--- config.mk ---
export PLATFORM = sky130hd
export DESIGN_NAME = red_blob_bounding_box_watch_unit_flat
export DESIGN_NICKNAME = d
export VERILOG_FILES = /design/src/hdl/rbbw_pkg.sv /design/src/hdl/rbbw_pix_if.sv /design/src/hdl/rbbw_res_if.sv /design/src/hdl/rbbw_cfg_regs.sv /design/src/hdl/rbbw_red_detect.sv /design/src/hdl/rbbw_box_track.sv /design/src/hdl/red_blob_bounding_box_watch_unit.sv /design/src/flat_wrapper.sv
export SDC_FILE = /design/constraint.sdc
export NUM_CORES = 1
export LEC_CHECK = 0
export ABC_AREA = 1
export ABC_CLOCK_PERIOD_IN_PS = 11330
export BUFFER_PORTS_ARGS = -buffer_cell sky130_fd_sc_hd__buf_2
export CAP_MARGIN = 20
export CORE_AREA = 2 2 235 237
export CTS_CLUSTER_SIZE = 20
export DETAILED_ROUTE_END_ITERATION = 12
export DIE_AREA = 0 0 237 239
export PLACE_DENSITY = 0.62
export SYNTH_ARGS = -nofsm -noshare
export SYNTH_HDL_FRONTEND = slang
export SYNTH_SLANG_ARGS = --single-unit
--- constraint.sdc ---
create_clock -name i_clk -period 11.33 [get_ports i_clk]
set_input_delay 2.266 -clock i_clk [delete_from_list [all_inputs] [get_ports i_clk]]
set_output_delay 2.266 -clock i_clk [all_outputs]
set_load 0.02 [all_outputs]
--- src/hdl/rbbw_pkg.sv ---
// Shared constants, status codes and types of the red blob bounding box watch.
// Used by the channel interfaces and all modules; depends on nothing.
package rbbw_pkg;

    // Field widths
    localparam int COLOR_W = 8;
    localparam int ROW_W   = 8;
    localparam int COL_W   = 9;
    localparam int CNT_W   = 17;
    localparam int RATIO_W = 10;
    localparam int MARGIN_W = 8;
    localparam int STATUS_W = 4;
    localparam int PROD_W  = RATIO_W + COLOR_W;

    // Configuration port
    localparam int CFG_IDX_W  = 3;
    localparam int CFG_DATA_W = CNT_W;

    localparam logic [CFG_IDX_W-1:0] CFG_RED_RATIO  = 3'd0;
    localparam logic [CFG_IDX_W-1:0] CFG_EDGE_MARGIN = 3'd1;
    localparam logic [CFG_IDX_W-1:0] CFG_COUNT_TOL  = 3'd2;
    localparam logic [CFG_IDX_W-1:0] CFG_MIN_COUNT  = 3'd3;

    // Register reset values
    localparam logic [RATIO_W-1:0]  RATIO_RST   = 10'd435;
    localparam logic [MARGIN_W-1:0] MARGIN_RST  = 8'd25;
    localparam logic [CNT_W-1:0]    TOL_RST     = 17'd500;
    localparam logic [CNT_W-1:0]    MIN_CNT_RST = 17'd2000;

    // Frame geometry
    localparam int FRAME_WIDTH  = 320;
    localparam int FRAME_HEIGHT = 240;
    localparam logic [COL_W-1:0] BOX_RIGHT_FULL = COL_W'(FRAME_WIDTH);
    localparam logic [ROW_W-1:0] BOX_BOTTOM_FULL = ROW_W'(FRAME_HEIGHT);
    localparam logic [COL_W:0]   FRAME_W_X = (COL_W + 1)'(FRAME_WIDTH);
    localparam logic [ROW_W:0]   FRAME_H_X = (ROW_W + 1)'(FRAME_HEIGHT);

    localparam logic [CNT_W-1:0] COUNT_MAX = {CNT_W{1'b1}};

    // Result status codes
    localparam logic [STATUS_W-1:0] ST_FEW_RED    = 4'd0;
    localparam logic [STATUS_W-1:0] ST_NEAR_EDGE  = 4'd1;
    localparam logic [STATUS_W-1:0] ST_REF_STORED = 4'd2;
    localparam logic [STATUS_W-1:0] ST_PRESENT    = 4'd3;
    localparam logic [STATUS_W-1:0] ST_TOP        = 4'd4;
    localparam logic [STATUS_W-1:0] ST_BOTTOM     = 4'd5;
    localparam logic [STATUS_W-1:0] ST_LEFT       = 4'd6;
    localparam logic [STATUS_W-1:0] ST_RIGHT      = 4'd7;
    localparam logic [STATUS_W-1:0] ST_COUNT_HIGH = 4'd8;
    localparam logic [STATUS_W-1:0] ST_COUNT_LOW  = 4'd9;
    localparam logic [STATUS_W-1:0] ST_NONE       = 4'd10;

    // Configuration register set
    typedef struct packed {
        logic [RATIO_W-1:0]  red_ratio_q8;
        logic [MARGIN_W-1:0] edge_margin;
        logic [CNT_W-1:0]    count_tolerance;
        logic [CNT_W-1:0]    min_red_count;
    } t_cfg;

    // Raw pixel word
    typedef struct packed {
        logic [COLOR_W-1:0] red;
        logic [COLOR_W-1:0] green;
        logic [COLOR_W-1:0] blue;
        logic [ROW_W-1:0]   row;
        logic [COL_W-1:0]   col;
        logic               frame_end;
    } t_pix;

    // Classified pixel word
    typedef struct packed {
        logic             is_red;
        logic [ROW_W-1:0] row;
        logic [COL_W-1:0] col;
        logic             frame_end;
    } t_flag;

endpackage

--- src/hdl/rbbw_pix_if.sv ---
// Pixel input channel: valid/ready handshake with one pixel word.
// Depends on rbbw_pkg.
interface rbbw_pix_if;
    import rbbw_pkg::*;

    logic               valid;
    logic               ready;
    logic [COLOR_W-1:0] red;
    logic [COLOR_W-1:0] green;
    logic [COLOR_W-1:0] blue;
    logic [ROW_W-1:0]   row;
    logic [COL_W-1:0]   col;
    logic               frame_end;

    modport source (output valid, red, green, blue, row, col, frame_end, input ready);
    modport sink   (input valid, red, green, blue, row, col, frame_end, output ready);
endinterface

--- src/hdl/rbbw_res_if.sv ---
// Result output channel: valid/ready handshake with one frame result word.
// Depends on rbbw_pkg.
interface rbbw_res_if;
    import rbbw_pkg::*;

    logic                valid;
    logic                ready;
    logic [STATUS_W-1:0] status;
    logic [ROW_W-1:0]    box_top;
    logic [ROW_W-1:0]    box_bottom;
    logic [COL_W-1:0]    box_left;
    logic [COL_W-1:0]    box_right;
    logic [CNT_W-1:0]    red_count;

    modport source (output valid, status, box_top, box_bottom, box_left, box_right,
                    red_count, input ready);
    modport sink   (input valid, status, box_top, box_bottom, box_left, box_right,
                    red_count, output ready);
endinterface

--- src/hdl/rbbw_cfg_regs.sv ---
// Configuration register file: ratio, margin, count tolerance, minimum count.
// Depends on rbbw_pkg.
module rbbw_cfg_regs (
    input  logic                           i_clk,
    input  logic                           i_rst_n,
    input  logic                           i_cfg_we,
    input  logic [rbbw_pkg::CFG_IDX_W-1:0]  i_cfg_idx,
    input  logic [rbbw_pkg::CFG_DATA_W-1:0] i_cfg_data,
    output rbbw_pkg::t_cfg                  o_cfg
);
    import rbbw_pkg::*;

    t_cfg r_cfg;
    t_cfg n_cfg;

    // Write decode; unknown indexes are dropped
    always_comb begin
        n_cfg = r_cfg;
        if (i_cfg_we) begin
            unique case (i_cfg_idx)
                CFG_RED_RATIO:   n_cfg.red_ratio_q8    = i_cfg_data[RATIO_W-1:0];
                CFG_EDGE_MARGIN: n_cfg.edge_margin     = i_cfg_data[MARGIN_W-1:0];
                CFG_COUNT_TOL:   n_cfg.count_tolerance = i_cfg_data[CNT_W-1:0];
                CFG_MIN_COUNT:   n_cfg.min_red_count   = i_cfg_data[CNT_W-1:0];
                default:         n_cfg = r_cfg;
            endcase
        end
    end

    always_ff @(posedge i_clk) begin
        if (!i_rst_n) begin
            r_cfg.red_ratio_q8    <= RATIO_RST;
            r_cfg.edge_margin     <= MARGIN_RST;
            r_cfg.count_tolerance <= TOL_RST;
            r_cfg.min_red_count   <= MIN_CNT_RST;
        end else begin
            r_cfg <= n_cfg;
        end
    end

    assign o_cfg = r_cfg;
endmodule

--- src/hdl/rbbw_red_detect.sv ---
// Pixel input register and red classification stage (ratio multiply, compare).
// Depends on rbbw_pkg and rbbw_pix_if.
module rbbw_red_detect (
    input  logic           i_clk,
    input  logic           i_rst_n,
    input  rbbw_pkg::t_cfg i_cfg,
    rbbw_pix_if.sink       i_pix,
    output logic           o_flag_valid,
    output rbbw_pkg::t_flag o_flag,
    input  logic           i_flag_ready
);
    import rbbw_pkg::*;

    logic  r_s1_valid;
    t_pix  r_s1_pix;
    logic  r_s2_valid;
    t_flag r_s2_flag;

    logic              s1_take;
    logic              s2_take;
    logic              s1_move;
    logic [PROD_W-1:0] red_scaled;
    logic [PROD_W-1:0] prod_blue;
    logic [PROD_W-1:0] prod_green;
    t_flag             n_flag;

    // Stage handshakes: a stage loads when empty or when its word moves on
    assign s2_take = !r_s2_valid || i_flag_ready;
    assign s1_move = r_s1_valid && s2_take;
    assign s1_take = !r_s1_valid || s1_move;
    assign i_pix.ready = s1_take;

    // Red test: red*256 against ratio*blue and ratio*green
    always_comb begin
        red_scaled = {{(PROD_W - COLOR_W - 8){1'b0}}, r_s1_pix.red, 8'd0};
        prod_blue  = PROD_W'(i_cfg.red_ratio_q8) * PROD_W'(r_s1_pix.blue);
        prod_green = PROD_W'(i_cfg.red_ratio_q8) * PROD_W'(r_s1_pix.green);
        n_flag.is_red    = (red_scaled > prod_blue) && (red_scaled > prod_green);
        n_flag.row       = r_s1_pix.row;
        n_flag.col       = r_s1_pix.col;
        n_flag.frame_end = r_s1_pix.frame_end;
    end

    // Valid bits
    always_ff @(posedge i_clk) begin
        if (!i_rst_n) begin
            r_s1_valid <= 1'b0;
            r_s2_valid <= 1'b0;
        end else begin
            if (s1_take) r_s1_valid <= i_pix.valid;
            if (s2_take) r_s2_valid <= r_s1_valid;
        end
    end

    // Payload registers
    always_ff @(posedge i_clk) begin
        if (s1_take && i_pix.valid) begin
            r_s1_pix <= '{red: i_pix.red, green: i_pix.green, blue: i_pix.blue,
                          row: i_pix.row, col: i_pix.col, frame_end: i_pix.frame_end};
        end
        if (s1_move) r_s2_flag <= n_flag;
    end

    assign o_flag_valid = r_s2_valid;
    assign o_flag       = r_s2_flag;
endmodule

--- src/hdl/rbbw_box_track.sv ---
// Running box and count, reference store, frame end checks, result register.
// Depends on rbbw_pkg and rbbw_res_if.
module rbbw_box_track (
    input  logic            i_clk,
    input  logic            i_rst_n,
    input  rbbw_pkg::t_cfg  i_cfg,
    input  logic            i_flag_valid,
    input  rbbw_pkg::t_flag i_flag,
    output logic            o_flag_ready,
    rbbw_res_if.source      o_res
);
    import rbbw_pkg::*;

    // Running frame state
    logic [ROW_W-1:0] r_run_top,   n_run_top;
    logic [ROW_W-1:0] r_run_bottom, n_run_bottom;
    logic [COL_W-1:0] r_run_left,  n_run_left;
    logic [COL_W-1:0] r_run_right, n_run_right;
    logic [CNT_W-1:0] r_run_count, n_run_count;

    // Reference
    logic             r_ref_valid;
    logic [ROW_W-1:0] r_ref_top;
    logic [ROW_W-1:0] r_ref_bottom;
    logic [COL_W-1:0] r_ref_left;
    logic [COL_W-1:0] r_ref_right;
    logic [CNT_W-1:0] r_ref_count;

    // Result register
    logic                r_out_valid;
    logic [STATUS_W-1:0] r_out_status;
    logic [ROW_W-1:0]    r_out_top;
    logic [ROW_W-1:0]    r_out_bottom;
    logic [COL_W-1:0]    r_out_left;
    logic [COL_W-1:0]    r_out_right;
    logic [CNT_W-1:0]    r_out_count;

    logic                out_free;
    logic                fire;
    logic                frame_done;
    logic                store_ref;
    logic [ROW_W-1:0]    box_top;
    logic [ROW_W-1:0]    box_bottom;
    logic [COL_W-1:0]    box_left;
    logic [COL_W-1:0]    box_right;
    logic [STATUS_W-1:0] status;
    logic [MARGIN_W-1:0] m;
    logic [CNT_W:0]      cnt_x;
    logic [CNT_W:0]      tol_x;
    logic [CNT_W:0]      ref_cnt_x;

    // A frame end word needs the result register free; other words always pass
    assign out_free     = !r_out_valid || o_res.ready;
    assign o_flag_ready = !i_flag.frame_end || out_free;
    assign fire         = i_flag_valid && o_flag_ready;
    assign frame_done   = fire && i_flag.frame_end;

    // Running box update for the current pixel
    always_comb begin
        n_run_top    = r_run_top;
        n_run_bottom = r_run_bottom;
        n_run_left   = r_run_left;
        n_run_right  = r_run_right;
        n_run_count  = r_run_count;
        if (i_flag.is_red) begin
            if (r_run_count == '0) n_run_top = i_flag.row;
            n_run_bottom = i_flag.row;
            if (i_flag.col < r_run_left)  n_run_left  = i_flag.col;
            if (i_flag.col > r_run_right) n_run_right = i_flag.col;
            if (r_run_count != COUNT_MAX) n_run_count = r_run_count + 1'b1;
        end
    end

    // Frame box; no red gives the full screen
    always_comb begin
        if (n_run_count == '0) begin
            box_top    = '0;
            box_bottom = BOX_BOTTOM_FULL;
            box_left   = '0;
            box_right  = BOX_RIGHT_FULL;
        end else begin
            box_top    = n_run_top;
            box_bottom = n_run_bottom;
            box_left   = n_run_left;
            box_right  = n_run_right;
        end
    end

    // Frame end status: qualify a reference, or compare against it in order
    always_comb begin
        m         = i_cfg.edge_margin;
        cnt_x     = {1'b0, n_run_count};
        tol_x     = {1'b0, i_cfg.count_tolerance};
        ref_cnt_x = {1'b0, r_ref_count};
        store_ref = 1'b0;
        if (!r_ref_valid) begin
            if (n_run_count <= i_cfg.min_red_count) begin
                status = ST_FEW_RED;
            end else if ((COL_W'(m) > box_left)
                         || ({1'b0, box_right} + (COL_W + 1)'(m) > FRAME_W_X)
                         || (box_top < m)
                         || ({1'b0, box_bottom} + (ROW_W + 1)'(m) > FRAME_H_X)) begin
                status = ST_NEAR_EDGE;
            end else begin
                status    = ST_REF_STORED;
                store_ref = 1'b1;
            end
        end else begin
            if ({1'b0, box_top} > {1'b0, r_ref_top} + {1'b0, m}) begin
                status = ST_TOP;
            end else if ({1'b0, box_bottom} + {1'b0, m} < {1'b0, r_ref_bottom}) begin
                status = ST_BOTTOM;
            end else if ({1'b0, box_left} + (COL_W + 1)'(m) < {1'b0, r_ref_left}) begin
                status = ST_LEFT;
            end else if ({1'b0, box_right} > {1'b0, r_ref_right} + (COL_W + 1)'(m)) begin
                status = ST_RIGHT;
            end else if (cnt_x > ref_cnt_x + tol_x) begin
                status = ST_COUNT_HIGH;
            end else if (cnt_x + tol_x < ref_cnt_x) begin
                status = ST_COUNT_LOW;
            end else if (n_run_count == '0) begin
                status = ST_NONE;
            end else begin
                status = ST_PRESENT;
            end
        end
    end

    // Control state: running box, reference flag, result valid
    always_ff @(posedge i_clk) begin
        if (!i_rst_n) begin
            r_run_top   <= '0;
            r_run_bottom <= '0;
            r_run_left  <= BOX_RIGHT_FULL;
            r_run_right <= '0;
            r_run_count <= '0;
            r_ref_valid <= 1'b0;
            r_out_valid <= 1'b0;
        end else begin
            if (frame_done) begin
                r_run_top   <= '0;
                r_run_bottom <= '0;
                r_run_left  <= BOX_RIGHT_FULL;
                r_run_right <= '0;
                r_run_count <= '0;
            end else if (fire) begin
                r_run_top   <= n_run_top;
                r_run_bottom <= n_run_bottom;
                r_run_left  <= n_run_left;
                r_run_right <= n_run_right;
                r_run_count <= n_run_count;
            end
            if (frame_done && store_ref) r_ref_valid <= 1'b1;
            if (frame_done)        r_out_valid <= 1'b1;
            else if (o_res.ready)  r_out_valid <= 1'b0;
        end
    end

    // Reference and result payload
    always_ff @(posedge i_clk) begin
        if (frame_done && store_ref) begin
            r_ref_top    <= box_top;
            r_ref_bottom <= box_bottom;
            r_ref_left   <= box_left;
            r_ref_right  <= box_right;
            r_ref_count  <= n_run_count;
        end
        if (frame_done) begin
            r_out_status <= status;
            r_out_top    <= box_top;
            r_out_bottom <= box_bottom;
            r_out_left   <= box_left;
            r_out_right  <= box_right;
            r_out_count  <= n_run_count;
        end
    end

    assign o_res.valid      = r_out_valid;
    assign o_res.status     = r_out_status;
    assign o_res.box_top    = r_out_top;
    assign o_res.box_bottom = r_out_bottom;
    assign o_res.box_left   = r_out_left;
    assign o_res.box_right  = r_out_right;
    assign o_res.red_count  = r_out_count;

`ifndef NO_ASSERTIONS
    // Once held, the reference is never dropped
    a_ref_sticky: assert property (@(posedge i_clk) disable iff (!i_rst_n)
        r_ref_valid |=> r_ref_valid)
        else $error("reference flag cleared");

    // Taking a reference always reports it
    a_ref_reported: assert property (@(posedge i_clk) disable iff (!i_rst_n)
        $rose(r_ref_valid) |-> (r_out_valid && r_out_status == ST_REF_STORED))
        else $error("reference stored without its status word");

    // An empty frame keeps the cleared bounds
    a_empty_bounds: assert property (@(posedge i_clk) disable iff (!i_rst_n)
        (r_run_count == '0) |-> (r_run_left == BOX_RIGHT_FULL && r_run_right == '0))
        else $error("bounds moved without a red pixel");

    // With red seen, left never passes right
    a_bounds_order: assert property (@(posedge i_clk) disable iff (!i_rst_n)
        (r_run_count != '0) |-> (r_run_left <= r_run_right))
        else $error("left bound beyond right bound");

    // A waiting word is not overwritten
    a_out_hold: assert property (@(posedge i_clk) disable iff (!i_rst_n)
        (r_out_valid && !o_res.ready) |-> !frame_done)
        else $error("result register overwritten while stalled");
`endif
endmodule

--- src/hdl/red_blob_bounding_box_watch_unit.sv ---
// Top level of the red blob bounding box watch: config registers, red detect,
// box tracking. Depends on rbbw_pkg, rbbw_pix_if, rbbw_res_if and submodules.
//
//   channel  | dir | word                                          | handshake
//   ---------+-----+-----------------------------------------------+----------
//   i_pix    | in  | red, green, blue, row, col, frame_end         | valid/ready
//   o_res    | out | status, box_top/bottom/left/right, red_count  | valid/ready
//   i_cfg_*  | in  | register index, write data                    | write enable
//
// One pixel is accepted per clock while the pipe is not stalled. A pixel passes an
// input register, a classify register (ratio multiply and compare) and the box
// update into the result register, which takes the frame result from its frame
// end pixel. The running box, count and reference update in one pass.
// Reset is synchronous and active low and restores the register defaults.
// Only a frame end pixel waits on a stalled result register; others flow on.
module red_blob_bounding_box_watch_unit (
    input  logic                            i_clk,
    input  logic                            i_rst_n,
    rbbw_pix_if.sink                        i_pix,
    rbbw_res_if.source                      o_res,
    input  logic                            i_cfg_we,
    input  logic [rbbw_pkg::CFG_IDX_W-1:0]  i_cfg_idx,
    input  logic [rbbw_pkg::CFG_DATA_W-1:0] i_cfg_data
);
    import rbbw_pkg::*;

    t_cfg  cfg;
    logic  flag_valid;
    logic  flag_ready;
    t_flag flag;

    rbbw_cfg_regs u_cfg_regs (
        .i_clk      (i_clk),
        .i_rst_n    (i_rst_n),
        .i_cfg_we   (i_cfg_we),
        .i_cfg_idx  (i_cfg_idx),
        .i_cfg_data (i_cfg_data),
        .o_cfg      (cfg)
    );

    rbbw_red_detect u_red_detect (
        .i_clk        (i_clk),
        .i_rst_n      (i_rst_n),
        .i_cfg        (cfg),
        .i_pix        (i_pix),
        .o_flag_valid (flag_valid),
        .o_flag       (flag),
        .i_flag_ready (flag_ready)
    );

    rbbw_box_track u_box_track (
        .i_clk        (i_clk),
        .i_rst_n      (i_rst_n),
        .i_cfg        (cfg),
        .i_flag_valid (flag_valid),
        .i_flag       (flag),
        .o_flag_ready (flag_ready),
        .o_res        (o_res)
    );
endmodule

--- src/flat_wrapper.sv ---
// flat-port wrapper written by rule: the top's interface ports become plain ports
module red_blob_bounding_box_watch_unit_flat import rbbw_pkg::*;
  (i_clk, i_rst_n, i_cfg_we, i_cfg_idx, i_cfg_data, i_pix_valid, i_pix_red, i_pix_green, i_pix_blue, i_pix_row, i_pix_col, i_pix_frame_end, i_pix_ready, o_res_valid, o_res_status, o_res_box_top, o_res_box_bottom, o_res_box_left, o_res_box_right, o_res_red_count, o_res_ready);
  rbbw_pix_if i_pix_i ();
  rbbw_res_if o_res_i ();
  input  logic i_clk;
  input  logic i_rst_n;
  input  logic i_cfg_we;
  input  logic [rbbw_pkg::CFG_IDX_W-1:0] i_cfg_idx;
  input  logic [rbbw_pkg::CFG_DATA_W-1:0] i_cfg_data;
  input wire logic [$bits(i_pix_i.valid)-1:0] i_pix_valid;
  input wire logic [$bits(i_pix_i.red)-1:0] i_pix_red;
  input wire logic [$bits(i_pix_i.green)-1:0] i_pix_green;
  input wire logic [$bits(i_pix_i.blue)-1:0] i_pix_blue;
  input wire logic [$bits(i_pix_i.row)-1:0] i_pix_row;
  input wire logic [$bits(i_pix_i.col)-1:0] i_pix_col;
  input wire logic [$bits(i_pix_i.frame_end)-1:0] i_pix_frame_end;
  output wire logic [$bits(i_pix_i.ready)-1:0] i_pix_ready;
  output wire logic [$bits(o_res_i.valid)-1:0] o_res_valid;
  output wire logic [$bits(o_res_i.status)-1:0] o_res_status;
  output wire logic [$bits(o_res_i.box_top)-1:0] o_res_box_top;
  output wire logic [$bits(o_res_i.box_bottom)-1:0] o_res_box_bottom;
  output wire logic [$bits(o_res_i.box_left)-1:0] o_res_box_left;
  output wire logic [$bits(o_res_i.box_right)-1:0] o_res_box_right;
  output wire logic [$bits(o_res_i.red_count)-1:0] o_res_red_count;
  input wire logic [$bits(o_res_i.ready)-1:0] o_res_ready;
  assign i_pix_i.valid = i_pix_valid;
  assign i_pix_i.red = i_pix_red;
  assign i_pix_i.green = i_pix_green;
  assign i_pix_i.blue = i_pix_blue;
  assign i_pix_i.row = i_pix_row;
  assign i_pix_i.col = i_pix_col;
  assign i_pix_i.frame_end = i_pix_frame_end;
  assign i_pix_ready = i_pix_i.ready;
  assign o_res_valid = o_res_i.valid;
  assign o_res_status = o_res_i.status;
  assign o_res_box_top = o_res_i.box_top;
  assign o_res_box_bottom = o_res_i.box_bottom;
  assign o_res_box_left = o_res_i.box_left;
  assign o_res_box_right = o_res_i.box_right;
  assign o_res_red_count = o_res_i.red_count;
  assign o_res_i.ready = o_res_ready;
  red_blob_bounding_box_watch_unit u_core (.i_clk(i_clk), .i_rst_n(i_rst_n), .i_pix(i_pix_i), .o_res(o_res_i), .i_cfg_we(i_cfg_we), .i_cfg_idx(i_cfg_idx), .i_cfg_data(i_cfg_data));
endmodule
==> metrics.txt <==
status=completed; Post-Synthesis Cells=between 2,000 and 3,000; Final Instance Area=23,880 µm²; Worst-Skew Late Latency=0.56 ns; Filler cells=~5,300; RSZ-0062 raised after global routing=no; fmax=approximately 150 MHz; 1st-pass router iterations=6; Post-synth top cells=496 x inv_1, 495 x nand2_1, 270 x ha_1; Multi-input gate area=12,120 µm²; Post-synth EDFFs=167; Die Ht=239 µm; max-cap violations=0; Area after DPL=22,760 µm²; Area growth, synth to finish=11.29%; TritonCTS Sinks=274; critical setup path kind=reg2reg; core footprint=about 54,000 µm²; synthesized area=21,460 µm²; Synth Area per Inst=approximately 8.4 µm²; register area share after synthesis=33.35%; net total in the final layout=3,093; drt via density=slightly above 5; Final TNS setup=0 ns; FP Rows=between 80 and 90; # hold bufs at CTS=0; setup violators final=0; clock slew at reported path FFs=0.06 ns; synthesized flop and latch total=274; post-synth top area share=23.37%; Placed Cells=3,323; CP Max Fanout=17; Lkg Pwr=12.15 nW; non-filler cells, final=around 3,400; sequential cell area=7157 µm²; I/O Buffers=123; power per standard cell area=roughly 160 nW/µm²; clock buffer depth=3; first-pass GRT wire length=roughly 90,000 µm; CTS Buf Count=34; WP data required=11.73 ns; crit path time final=6.690 ns; Root Buffer=clkbuf_16; Max Transition Viols Final=0; share of cells above drive strength 1=9.026%; number of global-route vias before repair=roughly 17,000; final WL=54,580 µm; Worst slew margin=between 30% and 40%; startpoint types=flip-flop; H-tree Lvls=2; Hold Path Cell Cnt=0; global route total overflow=0; routability cong.=0.8774; initial antenna violation count=2; library cells used by synthesis=62; R2R Setup Slk=4.64 ns; Boundary Pins=124; async set-reset flop share out of synthesis=0%; post-route ant nets=0; syn_nets=2,993; yosys warns=0; R2R depth=24; setup ws final=~4.6 ns; Total GRT Usage=19.58%; Arr. time, crit path=7.09 ns; clock skew=~0.026 ns; Area contributors post-synth=edfxtp_1 23%, ha_1 16%, dfxtp_1 10%; mean routed wirelength per cell=16.11 µm; vias post-DR=17,080; Worst Tran Pin Value=approximately 1.0 ns; most frequent cell after synthesis=inv_1; CTS tree=done; DP Wirelength=42,640 µm; final hold vios=0; Min-Delay Path Class=reg2reg; post-CTS setup repair buffer count=0; largest net degree at the start of global routing=68; CP Capture Type=flip-flop; die width=~240 µm; drt initial violations=950; Max VDD drop=0.0001338 V; Total Die Area=56,640 µm²; pre-CTS WS=~4.7 ns; Initial Util=39.49%; area leader, netlist=edfxtp_1; Resize count post-CTS=0; Final Cycle Share=59.04%; DRC errors left=0; main flop type after synthesis=edfxtp_1; Final Power=0.003935 W
==> power breakdown <==
group | total, W | switching [W] | leakage (nW) | internal [W]
sequential | 0.00115 | 0.0000397 | 2.42 | 0.00111
combinational | 0.00169 | 0.00103 | 9.18 | 0.000651
clock | 0.00110 | 0.000455 | 0.552 | 0.000643
==> kinds of logic (layout without fill, tap and decap cells) <==
logic type | after synthesis | in the layout | synth area share, %
compound gates | 411 | 411 | 10.72
xor+xnor | 88 | 88 | 3.627
fa+ha+maj | 371 | 371 | 25.16
buf+inv | 574 | 700 | 10.19
flops | 274 | 274 | 33.35
mux | 15 | 15 | 0.6996
other cells | 0 | 2 | 0
simple gates | 822 | 822 | 16.25
==> flip-flops by register name, indices dropped and copies added (netlist names), 4 cells and up <==
signal                               cells
u_core.u_box_track.o_res.box_bottom      8
u_core.u_box_track.o_res.box_left        9
u_core.u_box_track.o_res.box_right       9
u_core.u_box_track.o_res.box_top         8
u_core.u_box_track.o_res.red_count      17
u_core.u_box_track.o_res.status          4
u_core.u_box_track.r_ref_bottom          8
u_core.u_box_track.r_ref_count          17
u_core.u_box_track.r_ref_left            9
u_core.u_box_track.r_ref_right           9
u_core.u_box_track.r_ref_top             8
u_core.u_box_track.r_run_bottom          8
u_core.u_box_track.r_run_count          17
u_core.u_box_track.r_run_left            9
u_core.u_box_track.r_run_right           9
u_core.u_box_track.r_run_top             8
u_core.u_cfg_regs.o_cfg                 52
u_core.u_red_detect.n_flag              18
u_core.u_red_detect.o_flag              19
u_core.u_red_detect.r_s1_pix            24
==> worst max-delay path, stage by stage, from the launching register on <==
cell	delay, ns
dfxtp_1	0.81
nand2_1	0.17
fa_1	0.57
inv_1	0.05
fa_1	0.46
fa_1	0.54
inv_1	0.05
fa_1	0.53
inv_1	0.04
ha_1	0.34
nand2_1	0.09
o41ai_1	0.54
a21oi_1	0.17
o21bai_1	0.24
nand3_1	0.10
nand2_1	0.11
xor2_1	0.08
ha_1	0.30
nand2_1	0.08
or3_1	0.39
o221ai_1	0.20
o41ai_1	0.11
a311oi_1	0.27
o2111ai_1	0.16
nor2_1	0.14
==> worst paths after layout <==
| check | from | end |
|---|---|---|
| worst min register to register | u_core.u_red_detect.n_flag[16] | u_core.u_red_detect.o_flag[16] |
| worst max-delay path | u_core.u_cfg_regs.o_cfg[47] | u_core.u_red_detect.o_flag[18] |
| worst min-delay path | u_core.u_red_detect.n_flag[16] | u_core.u_red_detect.o_flag[16] |
| worst max register to register | u_core.u_cfg_regs.o_cfg[47] | u_core.u_red_detect.o_flag[18] |
==> per-layer routing <==
metal / track usage, % / share of wire, %
met1: 24.32 / 43
met2: 33.98 / 48
met3: 2.714 / 4.5
met4: 8.554 / 4.3
met5: 0 / 0
==> cell usage in the layout, fill, tap and decap left out, types with 11 or more instances in the layout <==
master / instances
nand2_1: 495
buf_2: 123
xnor2_1: 34
xor2_1: 53
nand4_1: 15
ha_1: 270
fa_1: 101
mux2i_1: 15
dfxtp_1: 107
o21bai_1: 14
clkbuf_16: 35
edfxtp_1: 167
buf_4: 11
a21oi_1: 201
or2_2: 14
nand2_2: 13
nand3_1: 89
inv_1: 494
nor3_1: 19
o211ai_1: 18
nor2_1: 136
o21ai_0: 121
==> metrics by stage <==
stage | util [%] | hold WS (ns)
after global routing | 43.95 | 0.4203
after global placement | 41.88 | 0.4070
after CTS | 43.94 | 0.4163
after floorplan | - | 0.4003
after detailed placement | 41.88 | 0.4045
final | 43.95 | 0.4173
==> layout make-up <==
| type | instances | share of cell area (%) |
|---|---|---|
| Clock buffer | 46 | 3.966 |
| Tap cell | 704 | 3.688 |
| Clock inverter | 16 | 0.7282 |
| Timing Repair Buffer | 134 | 2.923 |
| Inverter | 504 | 7.942 |
| Antenna cell | 2 | 0.02096 |
| Multi-Input combinational cell | 1707 | 50.76 |
| Sequential cell | 274 | 29.97 |
(Power assumes the default switching activity.)
